File: src/hcrp_pkg.sv
// shared types and constants for the heating curve relay pwm block
// no dependencies; imported by hcrp_div, heating_curve_relay_pwm, hcrp_checker and the testbench
package hcrp_pkg;

  localparam int TEMP_W   = 16;            // temperature field width
  localparam int TIME_W   = 32;            // millisecond time width
  localparam int SEC_W    = 12;            // cycle period register width
  localparam int LOAD_W   = 7;             // load percent width
  localparam int PER_W    = SEC_W + 10;    // period in ms, seconds times 1000
  localparam int PROD_W   = PER_W + LOAD_W;
  localparam int DIFF_W   = TEMP_W + 1;    // positive temperature difference
  localparam int REM_W    = DIFF_W + LOAD_W;
  localparam int IDX_W    = 3;
  localparam int CFG_W    = TEMP_W;

  localparam logic [LOAD_W-1:0] LOAD_FULL = LOAD_W'(100);
  localparam logic signed [TEMP_W-1:0] FLOOR_LIMIT_RST = TEMP_W'(10000);

  // configuration register indexes
  typedef enum logic [IDX_W-1:0] {
    REG_CYCLE_PERIOD = 3'd0,
    REG_PEAK_OFF     = 3'd1,
    REG_PEAK_FULL    = 3'd2,
    REG_OFFPEAK_OFF  = 3'd3,
    REG_OFFPEAK_FULL = 3'd4,
    REG_FLOOR_LIMIT  = 3'd5,
    REG_PEAK_EN      = 3'd6,
    REG_OFFPEAK_EN   = 3'd7
  } reg_idx_t;

  typedef struct packed {
    logic signed [TEMP_W-1:0] outdoor_temp;
    logic signed [TEMP_W-1:0] floor_temp;
    logic                     peak_tariff;
    logic [TIME_W-1:0]        now_ms;
  } in_t;

  typedef struct packed {
    logic              relay_on;
    logic [LOAD_W-1:0] load_percent;
    logic              relay_changed;
    logic              load_changed;
    logic              tariff_changed;
  } out_t;

endpackage

File: src/hcrp_div.sv
// serial restoring divider: quotient of 100*num/den, one quotient bit per cycle
// depends on hcrp_pkg; caller guarantees num < den so the quotient is below 100
module hcrp_div import hcrp_pkg::*; (
  input  logic              clk,
  input  logic              rst,
  input  logic              start,
  input  logic [DIFF_W-1:0] num,
  input  logic [DIFF_W-1:0] den,
  output logic              done,
  output logic [LOAD_W-1:0] quot
);

  logic              busy;
  logic [REM_W-1:0]  rem;
  logic [REM_W-1:0]  dsr;
  logic [2:0]        cnt;
  logic [REM_W-1:0]  num100;
  logic              fits;

  // 100 * num as a constant shift-add
  assign num100 = (REM_W'(num) << 6) + (REM_W'(num) << 5) + (REM_W'(num) << 2);
  assign fits   = rem >= dsr;

  // control
  always_ff @(posedge clk) begin
    if (rst) begin
      busy <= 1'b0;
      done <= 1'b0;
      cnt  <= '0;
    end else begin
      done <= 1'b0;
      if (start) begin
        busy <= 1'b1;
        cnt  <= 3'(LOAD_W - 1);
      end else if (busy) begin
        cnt <= cnt - 3'd1;
        if (cnt == 3'd0) begin
          busy <= 1'b0;
          done <= 1'b1;
        end
      end
    end
  end

  // datapath: one trial subtract per cycle, divisor shifts right
  always_ff @(posedge clk) begin
    if (start) begin
      rem  <= num100;
      dsr  <= REM_W'(den) << (LOAD_W - 1);
      quot <= '0;
    end else if (busy) begin
      if (fits) begin
        rem <= rem - dsr;
      end
      dsr  <= dsr >> 1;
      quot <= {quot[LOAD_W-2:0], fits};
    end
  end

endmodule

File: src/heating_curve_relay_pwm.sv
// weather compensated time proportional heater relay, top level
// depends on hcrp_pkg and hcrp_div
//
//   channel   direction  handshake              payload
//   in        input      in_valid / in_ready     in_data  (in_t)
//   out       output     out_valid / out_ready   out_data (out_t)
//   cfg       input      cfg_we                  cfg_index, cfg_data
//
// a transaction steps through S_IDLE, S_PREP and S_FIN when the profile is
// inactive; when the load saturates, S_MUL runs the serial period times load
// multiply (7 load bits) before S_FIN; otherwise S_DIV first waits for the
// serial divider (7 quotient bits and its done strobe), then S_MUL follows.
// reset is synchronous and stops the cycle; the config registers go to
// their defaults. a new transaction is taken while a result waits in the
// output register; the sequencer holds in its last step until it drains.
module heating_curve_relay_pwm import hcrp_pkg::*; (
  input  logic              clk,
  input  logic              rst,
  input  logic              in_valid,
  output logic              in_ready,
  input  in_t               in_data,
  output logic              out_valid,
  input  logic              out_ready,
  output out_t              out_data,
  input  logic              cfg_we,
  input  logic [IDX_W-1:0]  cfg_index,
  input  logic [CFG_W-1:0]  cfg_data
);

  typedef enum logic [4:0] {
    S_IDLE = 5'b00001,
    S_PREP = 5'b00010,
    S_DIV  = 5'b00100,
    S_MUL  = 5'b01000,
    S_FIN  = 5'b10000
  } state_t;

  state_t state;

  // configuration registers
  logic [SEC_W-1:0]         cycle_period_s;
  logic signed [TEMP_W-1:0] peak_off_temp;
  logic signed [TEMP_W-1:0] peak_full_temp;
  logic signed [TEMP_W-1:0] offpeak_off_temp;
  logic signed [TEMP_W-1:0] offpeak_full_temp;
  logic signed [TEMP_W-1:0] floor_limit_temp;
  logic                     peak_enable;
  logic                     offpeak_enable;

  // controller state
  logic              cycle_running;
  logic [TIME_W-1:0] cycle_start_ms;
  logic [LOAD_W-1:0] held_load;
  logic              last_relay;
  logic              last_tariff;

  // per transaction working registers
  in_t               in_r;
  logic              active;
  logic              restart;
  logic [TIME_W-1:0] elapsed_r;
  logic [LOAD_W-1:0] load;
  logic [PROD_W-1:0] acc;
  logic [PROD_W-1:0] mcand;
  logic [LOAD_W-1:0] mlp;
  logic [2:0]        cnt;

  // divider link
  logic              div_start;
  logic              div_done;
  logic [LOAD_W-1:0] div_quot;

  // profile selection and cycle timing
  logic signed [TEMP_W-1:0] sel_off;
  logic signed [TEMP_W-1:0] sel_full;
  logic                     sel_en;
  logic                     active_c;
  logic [PER_W-1:0]         period;
  logic [TIME_W-1:0]        elapsed;
  logic                     restart_c;
  logic signed [DIFF_W-1:0] num_s;
  logic signed [DIFF_W-1:0] den_s;
  logic                     at_off;
  logic                     at_full;
  logic [TIME_W+6:0]        e100;
  logic                     relay;
  logic                     temp_wr;
  logic signed [TEMP_W-1:0] temp_old;
  out_t                     out_next;
  out_t                     out_r_q;
  logic                     fin_fire;

  assign sel_off   = in_r.peak_tariff ? peak_off_temp : offpeak_off_temp;
  assign sel_full  = in_r.peak_tariff ? peak_full_temp : offpeak_full_temp;
  assign sel_en    = in_r.peak_tariff ? peak_enable : offpeak_enable;
  assign active_c  = sel_en && (in_r.floor_temp < floor_limit_temp);
  assign period    = (PER_W'(cycle_period_s) << 10) - (PER_W'(cycle_period_s) << 4)
                   - (PER_W'(cycle_period_s) << 3);
  assign elapsed   = in_r.now_ms - cycle_start_ms;
  assign restart_c = !cycle_running || (elapsed >= TIME_W'(period));
  assign at_off    = in_r.outdoor_temp >= sel_off;
  assign at_full   = in_r.outdoor_temp <= sel_full;
  assign num_s     = DIFF_W'(sel_off) - DIFF_W'(in_r.outdoor_temp);
  assign den_s     = DIFF_W'(sel_off) - DIFF_W'(sel_full);
  assign div_start = (state == S_PREP) && active_c && !at_off && !at_full;

  hcrp_div u_div (
    .clk   (clk),
    .rst   (rst),
    .start (div_start),
    .num   (DIFF_W'(num_s)),
    .den   (DIFF_W'(den_s)),
    .done  (div_done),
    .quot  (div_quot)
  );

  // relay on while 100 * elapsed <= period * load, and period * load >= 100
  assign e100  = ((TIME_W + 7)'(elapsed_r) << 6) + ((TIME_W + 7)'(elapsed_r) << 5)
               + ((TIME_W + 7)'(elapsed_r) << 2);
  assign relay = active && (acc >= PROD_W'(100)) && (e100 <= (TIME_W + 7)'(acc));

  // result assembly
  always_comb begin
    out_next.relay_on       = relay;
    out_next.load_percent   = active ? load : held_load;
    out_next.relay_changed  = !cycle_running || (relay != last_relay);
    out_next.load_changed   = !cycle_running || (active && (load != held_load));
    out_next.tariff_changed = !cycle_running || (in_r.peak_tariff != last_tariff);
  end

  // temperature register writes stop the cycle only when the value changes
  always_comb begin
    case (cfg_index)
      REG_PEAK_OFF:     temp_old = peak_off_temp;
      REG_PEAK_FULL:    temp_old = peak_full_temp;
      REG_OFFPEAK_OFF:  temp_old = offpeak_off_temp;
      REG_OFFPEAK_FULL: temp_old = offpeak_full_temp;
      default:          temp_old = '0;
    endcase
  end
  assign temp_wr = cfg_we && (cfg_index == REG_PEAK_OFF || cfg_index == REG_PEAK_FULL ||
                   cfg_index == REG_OFFPEAK_OFF || cfg_index == REG_OFFPEAK_FULL) &&
                   (cfg_data != temp_old);

  assign in_ready = (state == S_IDLE);
  assign out_data = out_r_q;
  assign fin_fire = (state == S_FIN) && (!out_valid || out_ready);

  // configuration registers
  always_ff @(posedge clk) begin
    if (rst) begin
      cycle_period_s    <= '0;
      peak_off_temp     <= '0;
      peak_full_temp    <= '0;
      offpeak_off_temp  <= '0;
      offpeak_full_temp <= '0;
      floor_limit_temp  <= FLOOR_LIMIT_RST;
      peak_enable       <= 1'b1;
      offpeak_enable    <= 1'b1;
    end else if (cfg_we) begin
      case (cfg_index)
        REG_CYCLE_PERIOD: cycle_period_s    <= cfg_data[SEC_W-1:0];
        REG_PEAK_OFF:     peak_off_temp     <= cfg_data;
        REG_PEAK_FULL:    peak_full_temp    <= cfg_data;
        REG_OFFPEAK_OFF:  offpeak_off_temp  <= cfg_data;
        REG_OFFPEAK_FULL: offpeak_full_temp <= cfg_data;
        REG_FLOOR_LIMIT:  floor_limit_temp  <= cfg_data;
        REG_PEAK_EN:      peak_enable       <= cfg_data[0];
        REG_OFFPEAK_EN:   offpeak_enable    <= cfg_data[0];
        default:          ;
      endcase
    end
  end

  // sequencer and controller state
  always_ff @(posedge clk) begin
    if (rst) begin
      state          <= S_IDLE;
      out_valid      <= 1'b0;
      cycle_running  <= 1'b0;
      cycle_start_ms <= '0;
      held_load      <= '0;
      last_relay     <= 1'b0;
      last_tariff    <= 1'b0;
    end else begin
      // output valid: set when a result loads, cleared when it is taken
      if (fin_fire) begin
        out_valid <= 1'b1;
      end else if (out_valid && out_ready) begin
        out_valid <= 1'b0;
      end
      // a changed temperature setting stops the cycle, an active restart runs it
      if (temp_wr) begin
        cycle_running <= 1'b0;
      end else if (fin_fire && active && restart) begin
        cycle_running <= 1'b1;
      end
      case (state)
        S_IDLE: begin
          if (in_valid) begin
            state <= S_PREP;
          end
        end
        S_PREP: begin
          if (!active_c) begin
            state <= S_FIN;
          end else if (at_off || at_full) begin
            state <= S_MUL;
          end else begin
            state <= S_DIV;
          end
        end
        S_DIV: begin
          if (div_done) begin
            state <= S_MUL;
          end
        end
        S_MUL: begin
          if (cnt == 3'd0) begin
            state <= S_FIN;
          end
        end
        S_FIN: begin
          if (fin_fire) begin
            last_relay  <= relay;
            last_tariff <= in_r.peak_tariff;
            if (active) begin
              held_load <= load;
              if (restart) begin
                cycle_start_ms <= in_r.now_ms;
              end
            end
            state <= S_IDLE;
          end
        end
        default: state <= S_IDLE;
      endcase
    end
  end

  // datapath registers
  always_ff @(posedge clk) begin
    case (state)
      S_IDLE: begin
        if (in_valid) begin
          in_r <= in_data;
        end
      end
      S_PREP: begin
        active    <= active_c;
        restart   <= restart_c;
        elapsed_r <= restart_c ? '0 : elapsed;
        load      <= at_off ? '0 : LOAD_FULL;
        acc       <= '0;
        mcand     <= PROD_W'(period);
        mlp       <= at_off ? '0 : LOAD_FULL;
        cnt       <= 3'(LOAD_W - 1);
      end
      S_DIV: begin
        if (div_done) begin
          load <= div_quot;
          mlp  <= div_quot;
        end
      end
      S_MUL: begin
        // one load bit per cycle, multiplicand shifts left
        if (mlp[0]) begin
          acc <= acc + mcand;
        end
        mcand <= mcand << 1;
        mlp   <= mlp >> 1;
        cnt   <= cnt - 3'd1;
      end
      S_FIN: begin
        if (!out_valid || out_ready) begin
          out_r_q <= out_next;
        end
      end
      default: ;
    endcase
  end

endmodule

File: config.mk
export PLATFORM = sky130hd
export DESIGN_NAME = heating_curve_relay_pwm
export DESIGN_NICKNAME = d
export VERILOG_FILES = /design/src/hcrp_pkg.sv /design/src/hcrp_div.sv /design/src/heating_curve_relay_pwm.sv
export SDC_FILE = /design/constraint.sdc
export NUM_CORES = 1
export LEC_CHECK = 0
export BUFFER_PORTS_ARGS = -buffer_cell sky130_fd_sc_hd__buf_2
export CAP_MARGIN = 20
export CORE_MARGIN = 5
export CORE_UTILIZATION = 30
export CTS_CLUSTER_SIZE = 28
export DETAILED_ROUTE_END_ITERATION = 12
export SETUP_SLACK_MARGIN = 0.05
export SYNTH_ARGS = -nofsm -noshare
export SYNTH_HDL_FRONTEND = slang
export SYNTH_SLANG_ARGS = --single-unit
File: constraint.sdc
create_clock -name clk -period 13.61 [get_ports clk]
set_clock_uncertainty 0.2 [all_clocks]
set_input_delay 0.6805 -clock clk [delete_from_list [all_inputs] [get_ports clk]]
set_output_delay 0.6805 -clock clk [all_outputs]
set_load 0.01 [all_outputs]
# After elaboration in Yosys (flattened, before gate mapping)
# Cells that the tools add are included.
[totals]
in_bits = 89
output_inout_bits = 13
ff_bits = 386
[classes]
n_bitwise = 1
reduce_logical = 55
order_cmp = 7
addsub = 13
mux = 33
eq_ne = 21
[ops]
columns = ["cell", "count"]
rows = [
  ["$pmux W29 S2", 2],
  ["$mux W24", 3],
  ["$pmux W16 S4", 1],
  ["$mux W23", 2],
  ["$add A38 B37 Y39", 1],
  ["$add A39 B34 Y39", 1],
  ["$le A39 B29 Y1", 1],
  ["$sub A16 B16 Y17", 2],
  ["$ge A32 B22 Y1", 1],
  ["$mux W16", 2],
  ["$sub A32 B32 Y32", 1],
  ["$reduce_and A2 Y1", 15],
  ["$add A29 B29 Y29", 1],
  ["$ge A29 B7 Y1 const B", 1],
  ["$mux W29", 1],
  ["$mux W5", 5],
  ["$pmux W5 S5", 1],
  ["$add A23 B22 Y24", 1],
  ["$add A24 B19 Y24", 1],
  ["$ge A24 B23 Y1", 1],
  ["$sub A24 B23 Y24", 1],
  ["$sub A22 B15 Y22", 1],
  ["$sub A22 B16 Y22", 1],
  ["$mux W7", 3],
  ["other kinds (33)", 80],
]

# Longest topological paths before layout
# Gate-level depths: netlist of the first run.
[depth]
depth_word = 7
ltp_mapped = 28

# Hierarchy
# Synthesis of the first run repeated with hierarchy kept, for this count alone.
[hier_totals]
hier_cells = 2983
area_unflattened_um2 = 27029.7
[by_module_without_submodules]
columns = ["module", "cells_each", "area_per_inst_um2", "n_inst", "seq_area_each_um2"]
rows = [
  ["heating_curve_relay_pwm", 2465, 22178.8, 1, 8217.9],
  ["hcrp_div", 518, 4850.9, 1, 1591.5],
]

# Least setup slack after synthesis of the first run
# No wires, ideal clock.
[synth_path]
kind = "register to register"
from = "reg in_r[32] in the netlist's numbering"
to = "reg u_div.rem[21], data pin"
setup_slack_ps = 7577
t_required_ps = 13142
setup_ps = 268
n_path_buf = 2
period_less_slack_ps = 6033
path_stages_with_launch = 26
arrival_ps = 5564
path_cell_list = "edfxtp_1 > clkbuf_1 > clkbuf_1 > mux2i_1 > inv_1 > ha_1 > a21o_1 > a21o_1 > a211oi_1 > o21ai_0 > a21o_1 > a21o_1 > xor2_1 > inv_1 > fa_1 > inv_1 > ha_1 > a21o_1 > a21oi_1 > o311ai_0 > o211ai_1 > a211oi_1 > o21a_1 > or3_1 > nand3_1 > o21ai_0"
[synth_between]
elab_chain_len = 6
word_cells_on_any_way = 15
cone_classes = "3 x add/sub; 2 x order compare; 4 x mux; 6 x reduce/logical"
[synth_lines]
columns = ["item", "line_no", "text"]
rows = [
  ["from (decl)", "heating_curve_relay_pwm.sv:58", "in_t in_r;"],
  ["from (signal assigned)", "heating_curve_relay_pwm.sv:246", "in_r <= in_data;"],
  ["branches (longest 5 deep; another with $add A23 B22 Y24)", "--", ""],
  ["$mux W24 *", "hcrp_div.sv:47", "if (start) begin"],
  ["to (signal assigned)", "hcrp_div.sv:48", "rem <= num100;"],
  ["to (signal assigned)", "hcrp_div.sv:53", "rem <= rem - dsr;"],
  ["to (decl)", "hcrp_div.sv:14", "logic [REM_W-1:0] rem;"],
]
# Mark *: on every way between the ends.
# A chain may end at the register's enable or synchronous reset.

# Worst setup path after layout of the first run
# Same ends and word-level chain as after synthesis.

==> metrics.md, run 1 <==
| Metric | Value |
|---|---|
| Run status | completed |
| Starting Density | 30.18% |
| CP dominant cell by count | a21o_1 |
| CTS buffer count | 43 |
| Ports | 102 |
| Pleak | 0.01180 µW |
| Yosys reg bits | 380 |
| Post-Synth XOR/XNOR Area | 5.495% |
| Post-synthesis compound-gate area fraction | 17.35% |
| Die H | 305.2 µm |
| DRT Pass-1 Iters | 5 |
| Slowest cell on crit path | fa_1 |
| Setup Fix Bufs, Post-CTS | 0 |
| Mean cell area of the mapped netlist | 9.213 µm² |
| Post_cts resized | 0 |
| Register area share after synthesis | 37.53% |
| Core area | 0.08662 mm² |
| Unrepaired setup endpoints after global routing | no |
| Most common cell after layout, fill and taps aside | nand2_1 |
| Gr usage total | 13.86% |
| Final Util | 33.94% |
| Warnings from Yosys | 0 |
| Tightest Pin Transition | 1079 ps |
| Nets@finish | 3,334 |
| Port Buf Inserts | 101 |
| Worst r2r dst | u_div.rem[21] |
| Hold Buf Count CTS | 0 |
| Pins Over Slew Limit | 0 |
| Die ar. | 0.09313 mm² |
| FFs w/ async S/R, synth | 0% |
| Synth top area share | 25.28% |
| Post-route DRC violation count | 0 |
| Via count | 20,169 |
| Min-delay src | in_data[61] |
| Post-synth EDFFs | 220 |
| Max Root-Sink Buffers | 3 |
| Most used DFF post-synth | edfxtp_1 |
| Dpl hpwl | 50.69 mm |
| Largest family of logic cells by synthesized area | compound AO/OA/AOI/OAI gates |
| Setup TNS | 0 ps |
| Largest fanout on the critical path | 35 |
| Clock net sink count | 380 |
| Startpoint type of the worst setup path | flip-flop |
| Pwr dens | 109.3 mW/mm² |
| Headroom to the max-slew limit | 28.05% |
| Final Setup Violations | 0 |
| Die span in x | 305.2 µm |
| Vias in the first global route | 19,383 |
| Antenna-violating nets left | 0 |
| Yosys cell types | 81 |
| GP Congestion | 0.8323 |
| Fin. Hold Viols | 0 |
| CP delay by family, top | compound AO/OA/AOI/OAI gates |
| Worst Path Class, Setup | flip-flop to flip-flop |
| Cells after Synth | 2,837 |
| Fin crit share | 47.52% |
| Max Freq | 154.6 MHz |
| HP Class | primary input to flip-flop |
| Critical path capture point type | flip-flop |
| Min Tclk post-route | 6467 ps |
| Share of layout cells above drive strength 1 | 8.531% |
| WP data required | 13,720 ps |
| Grt total ovfl | 0 |
| Commonest non-fill, non-tap cells in the layout | 363 x nand2_1, 301 x a21oi_1, 273 x ha_1 |
| Vias per cell | 4.908 |
| Adder-cell share of the synthesized area | 17.13% |
| Peak VDD IR | 0.00009540 V |
| Worst Hold Depth | 1 |
| Worst-Skew Late Latency | 590 ps |
| Critical path cell sequence | buf_4, mux2i_1, inv_1, ha_1, a21o_1, a21o_1, a211oi_1, o21ai_0, a21o_1, a21o_1, xor2_1, inv_1, fa_1, inv_1, ha_1, a21o_1, a21oi_1, o311ai_0, o211ai_1, a211oi_1, o21a_1, or3_1, nand3_1, o21ai_0 |
| Worst path bufs/invs | 4 |
| # rows | 108 |
| R2r startpoint | in_r[32] |
| Synth Cell Area | 0.02614 mm² |
| Initial antenna violation count | 2 |
| # diodes | 0 |
| # fillers | 8,850 |
| Critical Path Max Stage Delay | 540 ps |
| Max Cap Violations | 0 |
| Cells on worst reg2reg path | 24 |
| Post-Synth Simple-Gate Area | 15.07% |
| Largest net degree at the start of global routing | 90 |
| Initial DRC count | 1,373 |
| Yosys top cell by area | edfxtp_1 |
| Root buffer cell | clkbuf_16 |
| Area grow syn2layout | 12.46% |
| R2R setup slack | 7140 ps |
| Crit path arrival time | 6580 ps |
| Post-Route WL | 66.64 mm |
| Global-route wire length before repair | 106.1 mm |
| Htree depth | 2 |
| WL/cell | 16.22 µm |
| Clk slew on worst S/H paths | 60 ps |
| Top post-synthesis cells by area | edfxtp_1 25%, ha_1 13%, dfxtp_1 12% |
| Worst Hold End | in_r[61] |
| TritonCTS clock tree | done |
| Post-synthesis mux area share | 2.714% |
routing by layer:
layer | wire length (µm) | track usage [%] | up-vias | share of wire, %
li1 | - | - | 10233 | -
met1 | 31540 | 19.44 | 9469 | 47
met2 | 30940 | 22.95 | 385 | 46
met3 | 2855 | 1.696 | 80 | 4.3
met4 | 1292 | 3.421 | 2 | 1.9
met5 | 7 | 0 | - | 0.011
where the power goes:
part	switching (µW)	total (µW)	internal [µW]
Sequential	26.8	1280	1260
Clock	497	1180	678
Combinational	441	753	312
synth_stat cells (26+ instances only):
| cell type | instances |
|---|---|
| a21oi_1 | 301 |
| edfxtp_1 | 220 |
| o21ai_0 | 127 |
| mux2i_1 | 45 |
| inv_1 | 227 |
| a21o_1 | 90 |
| dfxtp_1 | 160 |
| xnor2_1 | 95 |
| nand3_1 | 54 |
| nor2_1 | 158 |
| clkbuf_1 | 88 |
| nor3_1 | 42 |
| nor2b_1 | 30 |
| ha_1 | 273 |
| nand2_1 | 363 |
| fa_1 | 53 |
| nand2b_1 | 47 |
| o21a_1 | 26 |
| xor2_1 | 69 |
| nand4_1 | 28 |
kinds of logic (layout without fill, tap and decap cells):
kind of cell	count (synthesis)	in the layout
AO/OA/AOI/OAI	729	729
buffers and inverters	325	433
adder cells (fa/ha/maj)	326	326
multiplexers	68	68
XOR/XNOR	164	164
other	1	10
AND/OR/NAND/NOR	844	844
flip-flops	380	380
worst max-delay path by stage:
stage	start	end	slack (ps)	depth (start not counted)
3_3_place_gp	in_r[32]	u_div.rem[21]	7350	24
5_1_grt	in_r[32]	u_div.rem[21]	6590	24
6_report	in_r[32]	u_div.rem[21]	7140	24
4_1_cts	in_r[32]	u_div.rem[21]	7160	24
2_1_floorplan	in_r[32]	u_div.rem[21]	7580	25
3_5_place_dp	in_r[32]	u_div.rem[21]	7180	24
sequential cells by signal (all words and copies together) (netlist names), 11 cells and up:
name,cells
cycle_start_ms,32
peak_full_temp,16
peak_off_temp,16
cycle_period_s,12
u_div.rem,24
offpeak_off_temp,16
in_r,65
mcand,26
acc,26
offpeak_full_temp,16
u_div.dsr,23
out_data,11
floor_limit_temp,16
elapsed_r,32
final cells by class:
class                   instances  area, µm²  share of cell area [%]
multi-input cells            2141      15160                   51.56
clock inverters                20      143.9                  0.4895
repair buffers                125      708.2                   2.409
inverters                     228      855.8                   2.912
well taps                    1155       1445                   4.916
flip-flops and latches        380       9809                   33.37
clock buffers                  60       1275                   4.337
worst register-to-register path: cells and delay by family, from the launching register on:
| family | cells | cell delay (ps) |
|---|---|---|
| AO/OA/AOI/OAI | 13 | 2680 |
| adder cells (fa/ha/maj) | 3 | 1230 |
| buffers and inverters | 4 | 800 |
| multiplexers | 1 | 410 |
| AND/OR/NAND/NOR | 2 | 380 |
| flip-flops | 1 | 320 |
| XOR/XNOR | 1 | 200 |
metrics by stage:
step | worst slack, ps | hold slack (ps) | cell area [µm²] | total power, µW | cells
4_1_cts | 7157 | 35.12 | 29370 | 3246 | 4108
3_5_place_dp | 7181 | 246.5 | 27950 | 2059 | 4028
2_1_floorplan | 7577 | 234.9 | 26170 | 1867 | 2846
6_report | 7143 | 65.78 | 29390 | 3212 | 4109
5_1_grt | 6592 | 40.01 | 29390 | 3397 | 4109
3_3_place_gp | 7348 | 242.8 | 27950 | 2053 | 4028
No activity file was read; power rests on OpenSTA's default activity.
==> run 2: changes to the inputs <==
--- a/config.mk
+++ b/config.mk
@@ -5,6 +5,7 @@
 export SDC_FILE = /design/constraint.sdc
 export NUM_CORES = 1
 export LEC_CHECK = 0
+export ABC_AREA = 1
 export BUFFER_PORTS_ARGS = -buffer_cell sky130_fd_sc_hd__buf_2
 export CAP_MARGIN = 20
 export CORE_MARGIN = 5
==> constraint.sdc (replaced) <==
create_clock -name clk -period 5.3 [get_ports clk]
set_clock_uncertainty 0.2 [all_clocks]
set_input_delay 0.265 -clock clk [delete_from_list [all_inputs] [get_ports clk]]
set_output_delay 0.265 -clock clk [all_outputs]
set_load 0.01 [all_outputs]
==> run 2 against run 1 <==
Net effect: fmax increased by 32%; die area increased by 6.6%; global-route usage is 1.7 points higher; first-iteration DRC count is 17% higher; count of clock-buffer cells in the layout rose by 5; synthesized cell count is 25% higher; largest cell class unchanged; largest power group is now clock.
==> metrics.md, run 2 <==
| Metric | Value |
|---|---|
| Crit path arrival time | 5050 ps (-1530 ps) |
| Critical path cell sequence | buf_4, nand2_1, o21ai_1, ha_2, inv_1, fa_1, nand3_1, nand2_1, buf_4, xor2_1, inv_1, fa_1, inv_1, ha_1, a21oi_1, o21ai_1, a21oi_1, o21ai_2, a21boi_0, o21ai_0, xnor2_1, o21ai_1 |
| Htree depth | 2 (unchanged) |
| Initial DRC count | 1,608 (+17%) |
| Warnings from Yosys | 0 (unchanged) |
| Root buffer cell | clkbuf_16 |
| Core area | 0.09194 mm² (+6.1%) |
| Startpoint type of the worst setup path | flip-flop |
| Clk slew on worst S/H paths | 60 ps (about the same) |
| Setup Fix Bufs, Post-CTS | 0 (unchanged) |
| Ports | 102 (unchanged) |
| Yosys top cell by area | edfxtp_1 |
| Max Root-Sink Buffers | 3 (unchanged) |
| Synth cell count leaders | 681 x nand2_1, 532 x inv_1, 352 x a21oi_1, 313 x o21ai_0, 296 x nor2_1 |
| Synth top area share | 23.67% (-1.6 points) |
| Port Buf Inserts | 101 (unchanged) |
| Share of layout cells above drive strength 1 | 8.515% (-0.016 points) |
| # diodes | 0 (unchanged) |
| Most used DFF post-synth | edfxtp_1 |
| CTS buffer count | 47 (+9.3%) |
| Die H | 315.0 µm (+3.2%) |
| Via count | 23,937 (+19%) |
| Fin. Hold Viols | 0 (unchanged) |
| # rows | 111 (+2.8%) |
| Reg with most FFs | in_r |
| GP Congestion | 0.9318 (+12%) |
| HP Class | primary input to flip-flop |
| Worst path bufs/invs | 5 (+1) |
| Peak VDD IR | 0.0002861 V (+200%) |
| FFs w/ async S/R, synth | 0% (unchanged) |
| Register area share after synthesis | 35.14% (-2.4 points) |
| Pins Over Slew Limit | 0 (unchanged) |
| Largest regs | in_r x65, cycle_start_ms x32, elapsed_r x32 |
| Die ar. | 0.09924 mm² (+6.6%) |
| Tightest Pin Transition | 936.2 ps (-143.0 ps) |
| Grt total ovfl | 0 (unchanged) |
| Vias in the first global route | 23,424 (+21%) |
| Pleak | 0.01441 µW (+22%) |
| Worst-Skew Late Latency | 620 ps (+30 ps) |
| Mean cell area of the mapped netlist | 7.847 µm² (-15%) |
| Post-Synth XOR/XNOR Area | 4.361% (-1.1 points) |
| Post-synthesis compound-gate area fraction | 16.65% (-0.70 points) |
| WL/cell | 15.47 µm (-4.6%) |
| Setup Slack @ Placement | 140.6 ps (-7040 ps) |
| Post-route DRC violation count | 0 (unchanged) |
| Adder-cell share of the synthesized area | 16.04% (-1.1 points) |
| Initial antenna violation count | 4 (+2) |
| Max reg flops | 65 (unchanged) |
| Yosys cell types | 61 (-25%) |
| Global-route wire length before repair | 125.3 mm (+18%) |
| Synth Cell Area | 0.02791 mm² (+6.8%) |
| Post-synth EDFFs | 220 (unchanged) |
| Commonest non-fill, non-tap cells in the layout | 680 x nand2_1, 531 x inv_1, 346 x a21oi_1 |
| CP delay by family, top | adder cells |
| Min Tclk post-route | 4913 ps (-1554 ps) |
| DRT Pass-1 Iters | 7 (+2) |
| Setup TNS | 0 ps (unchanged) |
| Critical path capture point type | flip-flop |
| Dpl hpwl | 61.10 mm (+21%) |
| Slowest cell on crit path | fa_1 |
| Die span in x | 315.0 µm (+3.2%) |
| Run status | completed |
| TritonCTS clock tree | done |
| WP data required | 5440 ps (-8280 ps) |
| Unrepaired setup endpoints after global routing | no |
| Top post-synthesis cells by area | edfxtp_1 24%, ha_1 12%, dfxtp_1 11% |
| Critical Path Max Stage Delay | 520 ps (-20 ps) |
| Largest net degree at the start of global routing | 82 (-8.9%) |
| Most common cell after layout, fill and taps aside | nand2_1 |
| Cells after Synth | 3,557 (+25%) |
| Antenna-violating nets left | 0 (unchanged) |
| Headroom to the max-slew limit | 37.44% (+9.4 points) |
| Final Worst Setup Slack | 386.8 ps (-6756 ps) |
| Gr usage total | 15.55% (+1.7 points) |
| Post-Route WL | 78.27 mm (+17%) |
| Top-count cell post-synth | nand2_1 |
| Area grow syn2layout | 17.09% |
| Largest fanout on the critical path | 6 (-83%) |
| Fin crit share | 92.70% (+45 points) |
| Final Setup Violations | 0 (unchanged) |
| Post-Synth Simple-Gate Area | 19.17% (+4.1 points) |
| Largest family of logic cells by synthesized area | simple AND/OR/NAND/NOR gates |
| Pwr dens | 309.7 mW/mm² (+180%) |
| Vias per cell | 4.731 (-3.6%) |
| Nets@finish | 4,193 (+26%) |
| Starting Density | 30.36% (+0.18 points) |
| Yosys reg bits | 380 (unchanged) |
| Worst Path Class, Setup | flip-flop to flip-flop |
| Max Cap Violations | 0 (unchanged) |
| Max Freq | 203.5 MHz (+32%) |
| Clock net sink count | 380 (unchanged) |
| Post-synthesis mux area share | 0% (-2.7 points) |
==> run 2: cell count changes in the layout (fill, tap and decap cells not counted), moves of 58 or more <==
cell / change
dlygate4sd3_1: +92
nand2_1: +317
inv_1: +304
a21o_1: -66
nand3_1: +82
xnor2_1: -58
nor2_1: +138
o21ai_0: +177
==> run 2: logic make-up (layout without fill, tap and decap cells) <==
group	Yosys count	after routing
compound gates	839	839
xor+xnor	139	139
flops	380	380
fa+ha+maj	326	326
other cells	1	10
buf+inv	616	867
simple gates	1256	1256
==> run 2: timing repair <==
item	CTS	global route
hold endpoints to repair	170	0
endpoints found under the setup margin	0	9
resized for setup	0	30
hold buffers	92	0
==> run 2: path summary, 6_finish.rpt <==
path / from / end / slack [ps] / cells past startpoint
worst max-delay path: in_r[32] / u_div.rem[18] / 390 / 22
worst min-delay path: in_data[6] / in_r[6] / 160 / 2
worst max register to register: in_r[32] / u_div.rem[18] / 390 / 22
worst min register to register: peak_enable / peak_enable / 260 / 2
==> run 2: stage by stage <==
stage               total power [µW]  cells  util, %  hold WS, ps  cell area [µm²]
floorplan                       5710   3566        -        163.9            27950
global placement                6588   4880    32.65        239.7            30020
detailed placement              6622   4880    32.65        243.1            30020
CTS                            10180   5060    35.46        115.2            32610
global route                   10800   5060    35.55        151.7            32680
finish                         10120   5060    35.55        161.1            32680
==> run 2: routing by layer <==
metal	global-route usage, %	vias up	wire length (µm)
met3	2.432	115	4054
met5	0	-	20
met4	4.872	2	2360
met2	25.84	555	35630
met1	20.83	10939	36210
li1	-	12326	-
==> run 2: area by class of cell <==
type / count / area [µm²]
Sequential cell: 380 / 9809
Fill cell: 9698 / 59260
Clock buffer: 65 / 1335
Multi-Input combinational cell: 2570 / 15820
Inverter: 538 / 2021
Timing Repair Buffer: 241 / 1812
Clock inverter: 23 / 334.1
Tap cell: 1243 / 1555
==> run 2: power breakdown <==
| part | internal, µW | leakage [µW] | switching [µW] |
|---|---|---|---|
| combinational | 1250 | 0.0103 | 2020 |
| sequential | 3310 | 0.00331 | 87.5 |
| clock | 2080 | 0.000825 | 1370 |
| total | 6640 | 0.0144 | 3480 |
